`src/design/rme_pkg.sv`:
```
// ----------------------------------------------------------------------------
// rme_pkg
// shared constants for the rotation matrix to euler angles core
// ----------------------------------------------------------------------------
package rme_pkg;

  localparam int CFG_ADDR_W  = 3;
  localparam int CFG_DATA_W  = 15;
  localparam int GUARD_SHIFT = 12;
  localparam int GUARD_BITS  = 16;

  localparam logic [31:0] INV_GAIN_Q32 = 32'h9B74_EDA8;
  localparam logic [31:0] HALF_TURN    = 32'h8000_0000;

  typedef enum logic [CFG_ADDR_W-1:0] {
    REG_INNER_AXIS     = 3'd0,
    REG_ODD_PARITY     = 3'd1,
    REG_AXIS_REPEATS   = 3'd2,
    REG_ROTATING_FRAME = 3'd3,
    REG_NEAR_ZERO_THR  = 3'd4
  } cfg_reg_t;

  typedef logic [1:0] axis_t;
  localparam axis_t AXIS_X = 2'd0;
  localparam axis_t AXIS_Y = 2'd1;
  localparam axis_t AXIS_Z = 2'd2;

  localparam axis_t NEXT_AXIS [4] = '{AXIS_Y, AXIS_Z, AXIS_X, AXIS_Y};

  localparam logic [31:0] ATAN_TURN32 [32] = '{
    32'h20000000, 32'h12E4051E, 32'h09FB385B, 32'h051111D4,
    32'h028B0D43, 32'h0145D7E1, 32'h00A2F61E, 32'h00517C55,
    32'h0028BE53, 32'h00145F2F, 32'h000A2F98, 32'h000517CC,
    32'h00028BE6, 32'h000145F3, 32'h0000A2FA, 32'h0000517D,
    32'h000028BE, 32'h0000145F, 32'h00000A30, 32'h00000518,
    32'h0000028C, 32'h00000146, 32'h000000A3, 32'h00000051,
    32'h00000029, 32'h00000014, 32'h0000000A, 32'h00000005,
    32'h00000003, 32'h00000001, 32'h00000001, 32'h00000000
  };

endpackage

```
`src/design/rme_cordic.sv`:
```
// ----------------------------------------------------------------------------
// rme_cordic
// pipelined cordic vectoring: quadrant fold stage then one stage per step
// ----------------------------------------------------------------------------
module rme_cordic #(
  parameter int W = 32,
  parameter int N = 16
) (
  input  logic                clk,
  input  logic signed [W-1:0] x_in,
  input  logic signed [W-1:0] y_in,
  output logic signed [W-1:0] x_out,
  output logic        [31:0]  z_out
);
  import rme_pkg::*;

  logic signed [W-1:0] x_r    [N+1];
  logic signed [W-1:0] y_r    [N+1];
  logic        [31:0]  z_r    [N+1];
  logic                zero_r [N+1];

  always_ff @(posedge clk) begin
    zero_r[0] <= (x_in == '0) && (y_in == '0);
    if (x_in < 0) begin
      x_r[0] <= -x_in;
      y_r[0] <= -y_in;
      z_r[0] <= HALF_TURN;
    end else begin
      x_r[0] <= x_in;
      y_r[0] <= y_in;
      z_r[0] <= '0;
    end
  end

  for (genvar s = 0; s < N; s++) begin : g_step
    always_ff @(posedge clk) begin
      zero_r[s+1] <= zero_r[s];
      if (y_r[s] >= 0) begin
        x_r[s+1] <= x_r[s] + (y_r[s] >>> s);
        y_r[s+1] <= y_r[s] - (x_r[s] >>> s);
        z_r[s+1] <= z_r[s] + ATAN_TURN32[s];
      end else begin
        x_r[s+1] <= x_r[s] - (y_r[s] >>> s);
        y_r[s+1] <= y_r[s] + (x_r[s] >>> s);
        z_r[s+1] <= z_r[s] - ATAN_TURN32[s];
      end
    end
  end

  assign x_out = x_r[N];
  assign z_out = zero_r[N] ? 32'd0 : z_r[N];

endmodule

```
`config.mk`:
```
export PLATFORM = sky130hd
export DESIGN_NAME = rme_cordic
export DESIGN_NICKNAME = d
export VERILOG_FILES = /design/src/design/rme_pkg.sv /design/src/design/rme_cordic.sv
export SDC_FILE = /design/constraint.sdc
export NUM_CORES = 2
export LEC_CHECK = 0
export ABC_AREA = 0
export ABC_CLOCK_PERIOD_IN_PS = 8700
export BUFFER_PORTS_ARGS = -buffer_cell sky130_fd_sc_hd__clkbuf_2
export CAP_MARGIN = 0
export CORE_MARGIN = 2
export CORE_UTILIZATION = 30
export DETAILED_ROUTE_END_ITERATION = 12
export SLEW_MARGIN = 10
export SYNTH_ARGS = -nofsm -noshare
export SYNTH_HDL_FRONTEND = slang
export SYNTH_SLANG_ARGS = --single-unit
```
`constraint.sdc`:
```
create_clock -name clk -period 8.7 [get_ports clk]
set_input_delay 0.87 -clock clk [delete_from_list [all_inputs] [get_ports clk]]
set_output_delay 0.87 -clock clk [all_outputs]
set_load 0.01 [all_outputs]
```
* Word level (Yosys, flattened, before mapping) *
Memory sizes are Yosys's and may differ from the RTL's.
Cells that the tools add are included.
Widths: inputs -> output; s select.

storage, ports and cells
  memories = 4
  bits of input ports = 65
  bits in writable memories = 1,649
  flip-flop bits (word level) = 0

operators by class
  magnitude comparators = 17
  bitwise gates (word level) = 51
  add/sub/neg operators = 97
  muxes and demuxes = 103
  reduce and logical (&&, ||, !) cells = 3

memories
  name    depth  width  read ports  clocked after memory_dff  write ports  RTL line          RTL
  x_r     17     32     17          0                         17           rme_cordic.sv:17  logic signed [W-1:0] x_r [N+1];
  y_r     17     32     16          0                         17           rme_cordic.sv:18  logic signed [W-1:0] y_r [N+1];
  z_r     17     32     17          0                         17           rme_cordic.sv:19  logic [31:0] z_r [N+1];
  zero_r  17     1      17          0                         17           rme_cordic.sv:20  logic zero_r [N+1];

operators with widths
  operator             count
  $mux 32              52
  $ge 32x1->1 const B  16
  $add 32x17->32       2
  $add 32x18->32       2
  $add 32x19->32       2
  $add 32x20->32       2
  $add 32x21->32       2
  $add 32x22->32       2
  $add 32x23->32       2
  $add 32x24->32       2
  $add 32x25->32       2
  $add 32x26->32       2
  $add 32x27->32       2
  $add 32x28->32       2
  $add 32x29->32       2
  $add 32x30->32       2
  $add 32x31->32       2
  $logic_not 32->1     2
  $neg 32->32          2
  $sub 32x17->32       2
  $sub 32x18->32       2
  $sub 32x19->32       2
  $sub 32x20->32       2
  $sub 32x21->32       2
  48 further kinds     159

* Logic depth before layout (Yosys ltp) *
  depth after elaboration = 4
  mapped depth = 22

* Worst setup path before layout *
Ideal clock, no wire load.

  path kind = register to register
  start = mem y_r[4][31]
  end = mem x_r[5][30]
  stages on the path, launching flop included = 22
  arrival = 4,923 ps
  period minus slack after synthesis = 5,045 ps
  path slack = 3,655 ps
  buffers on the path = 6
  cell sequence = dfxtp_1 clkbuf_1 clkbuf_1 clkbuf_1 clkbuf_1 clkbuf_1 clkbuf_1 nand2_1 o21ai_0 inv_1 fa_1 nor2b_1 o21ai_0 a21boi_0 o21ai_0 o311ai_0 a21oi_1 a211oi_1 a311oi_1 nor3_1 a211oi_1 xnor2_1

RTL lines
  element          RTL line
  start, declared  rme_cordic.sv:18
  end, declared    rme_cordic.sv:17

==> metrics.yaml <==
synth-edff-count: 0
synth_top_area_cell: "dfxtp_1"
grt_pass1_vias: 89000
syn_area_mm2: 0.112
tritoncts: "built"
die_h_um: 615
critPathCaptureType: "register"
fin_crit_ps: 5420
place_area_mm2: 0.118
clk_pin_slew_ps: 60
initial_core_util_pct: 30.1
ys_ff_latch: 1497
fin_tns_setup_ps: 0
maxCapViolCount: 0
worst-path-buf-inv: 0
rsz0062_at_grt: "false"
cts_root_buffer: "clkbuf_16"
design.portCount: 129
synth_top_area_share_pct: 26.8
postSynth.asyncResetShare_pct: 0
grt_overflow_total: 0
crit_required_ps: 9460
drc_errors: 0
drive_above_1_share_pct: 4.25
drv_slew: 0
setup_viol: 0
area.growth.synth_to_final_pct: 10.8
ys.flop_type: "dfxtp_1"
skew_ps: 87.9
dp_cells: 18400
tightest_slew_ps: 1210
core-area_mm2: 0.372
vias: 93600
max_freq_ghz: 0.184
dieWidth_um: 615
fill_cells: 39100
dieArea_mm2: 0.378
fin_crit_sh_pct: 62.3
cp_top_family: "simple AND/OR/NAND/NOR gates"
worst-setup-path-type: "reg2reg"
worstPathArrival_ps: 6180
yosysSeqAreaShare_pct: 26.8
drt_pre_antenna_iters: 6
hpwlAfterDp_um: 236000
cpPeakStageDelay_ps: 590
clk_latency_ps: 910
globalplace.congestion: 0.919
cp_slowest_cell: "or4_1"
fp-row-count: 224
grt_pass1_wl_um: 467000
cts.sinks: 1497
final_common_cell: "dfxtp_1"
viasPerCell: 5.01
syn_area_per_cell_um2: 8.32
nets: 15000
multi_input_area_mm2: 0.0787
min-delay-path-class: "in2reg"
stdcell_count: 18700
io_buffers: 127
syn_inst: 13400
grt_max_degree: 84
synthDistinctLibCells: 110
worst-path-max-fanout: 6
worst_setup_path_start_kind: "register"
cts_inserted_buffers: 182
postCtsSetupBuffers: 0
drt_iter0_markers: 5073
outcome: "completed"
ff_latch_area_mm2: 0.0300
design_area_mm2: 0.124
synthTopCellsByArea: "dfxtp_1 27%, ha_1 15%, xnor2_1 10%"
antenna_found_initial: 9
slew_headroom_pct: 17.2
h-tree-depth: 4
post_cts_resized: 0
wl_um: 291000
drt.antenna.violating_nets: 0
yosys_warnings: 0
final_cell_mix: "1481 x dfxtp_1, 1327 x ha_1, 1296 x xnor2_1"
hold_buffers: 0
wire_per_inst_um: 15.6
crit_chain: "or4_1, or4_1, or3_1, or4_4, or3_1, o21ai_1, xnor2_1, ha_1, a21o_1, a21o_1, a21o_1, a21oi_1, nor2b_1, a311o_1, a21oi_1, o21a_1, o21ai_0, a21oi_1, xnor2_1"
clk_path_buf_depth: 4
grt_usage_pct: 14.8
hold_viol: 0
## cell type report
cell class              instances  area share [%]
inverters                     586            1.77
multi-input cells           11100            63.5
repair buffers                158           0.701
clock inverters                90           0.820
diodes                          9          0.0182
flip-flops and latches       1497            24.2
clock buffers                 224            3.96
well taps                    4972            5.02
## cell usage after synthesis (51+ instances only)
library cell and instances:
and3_1 88, nor3_1 280, and2_1 60, dfxtp_1 1497
a211oi_1 92, o41ai_1 88, nand3_1 273, buf_1 52
o21bai_1 170, nor2_1 965, clkbuf_1 247, a21boi_0 51
nand2b_1 231, o21ai_0 893, ha_1 1327, a31oi_1 129
xnor2_1 1296, a21oi_1 1203, o31ai_1 255, nand2_1 876
xor2_1 626, or3_1 174, or4_1 91, o21a_1 187
nand4_1 110, nor4_1 79, a21o_1 542, nor2b_1 233
inv_1 577
## stage by stage
step                hold WS [ps]  worst slack [ps]  util (%)
floorplan                    310              3650         -
global placement             312              3340      31.7
detailed placement           312              3380      31.7
CTS                         74.9              3340      33.3
global route                 103              2970      33.3
finish                       135              3280      33.4
## worst reg2reg max path: cells and delay by family (launching register included)
family / cells / cell delay (ps)
and+or+nand+nor: 6 / 2400
xor gates and xnor gates: 2 / 270
DFF: 1 / 360
AOI/OAI and AO/OA: 10 / 1950
adders and majority gates: 1 / 320
## layer usage
metal  vias up  routed length [um]  global-route usage (%)
met4         0               12000                    5.88
met5         -                   0                       0
met2      1662              144000                    27.0
li1      48500                   -                       -
met3       560                8810                    1.50
met1     42900              127000                    17.5
## cells by family after synthesis
kind of cell             Yosys count  synth area share (%)
XOR/XNOR                        1922                  15.1
adder cells (fa/ha/maj)         1375                  15.6
AO/OA/AOI/OAI                   4089                  23.3
multiplexers                      39                 0.352
AND/OR/NAND/NOR                 3606                  15.7
other                              1               0.00335
flip-flops                      1497                  26.8
buffers and inverters            911                  3.18
## worst paths after layout
kind	startpoint	end	slack (ps)	cells past startpoint
hold / removal	x_in[0]	x_r[0][0]	140	1
hold reg to reg	zero_r[1][1]	zero_r[1][2]	320	0
setup / recovery	y_r[3][6]	x_r[4][31]	3280	19
setup reg to reg	y_r[3][6]	x_r[4][31]	3280	19
## registers in the layout, summed over array words and instances, names as in the netlist
register and count:
zero_r 17, z_r 440, y_r 497, x_r 543
Power is not shown: default switching activity piles up to over one toggle a cycle in this logic, so the estimate is an artifact.
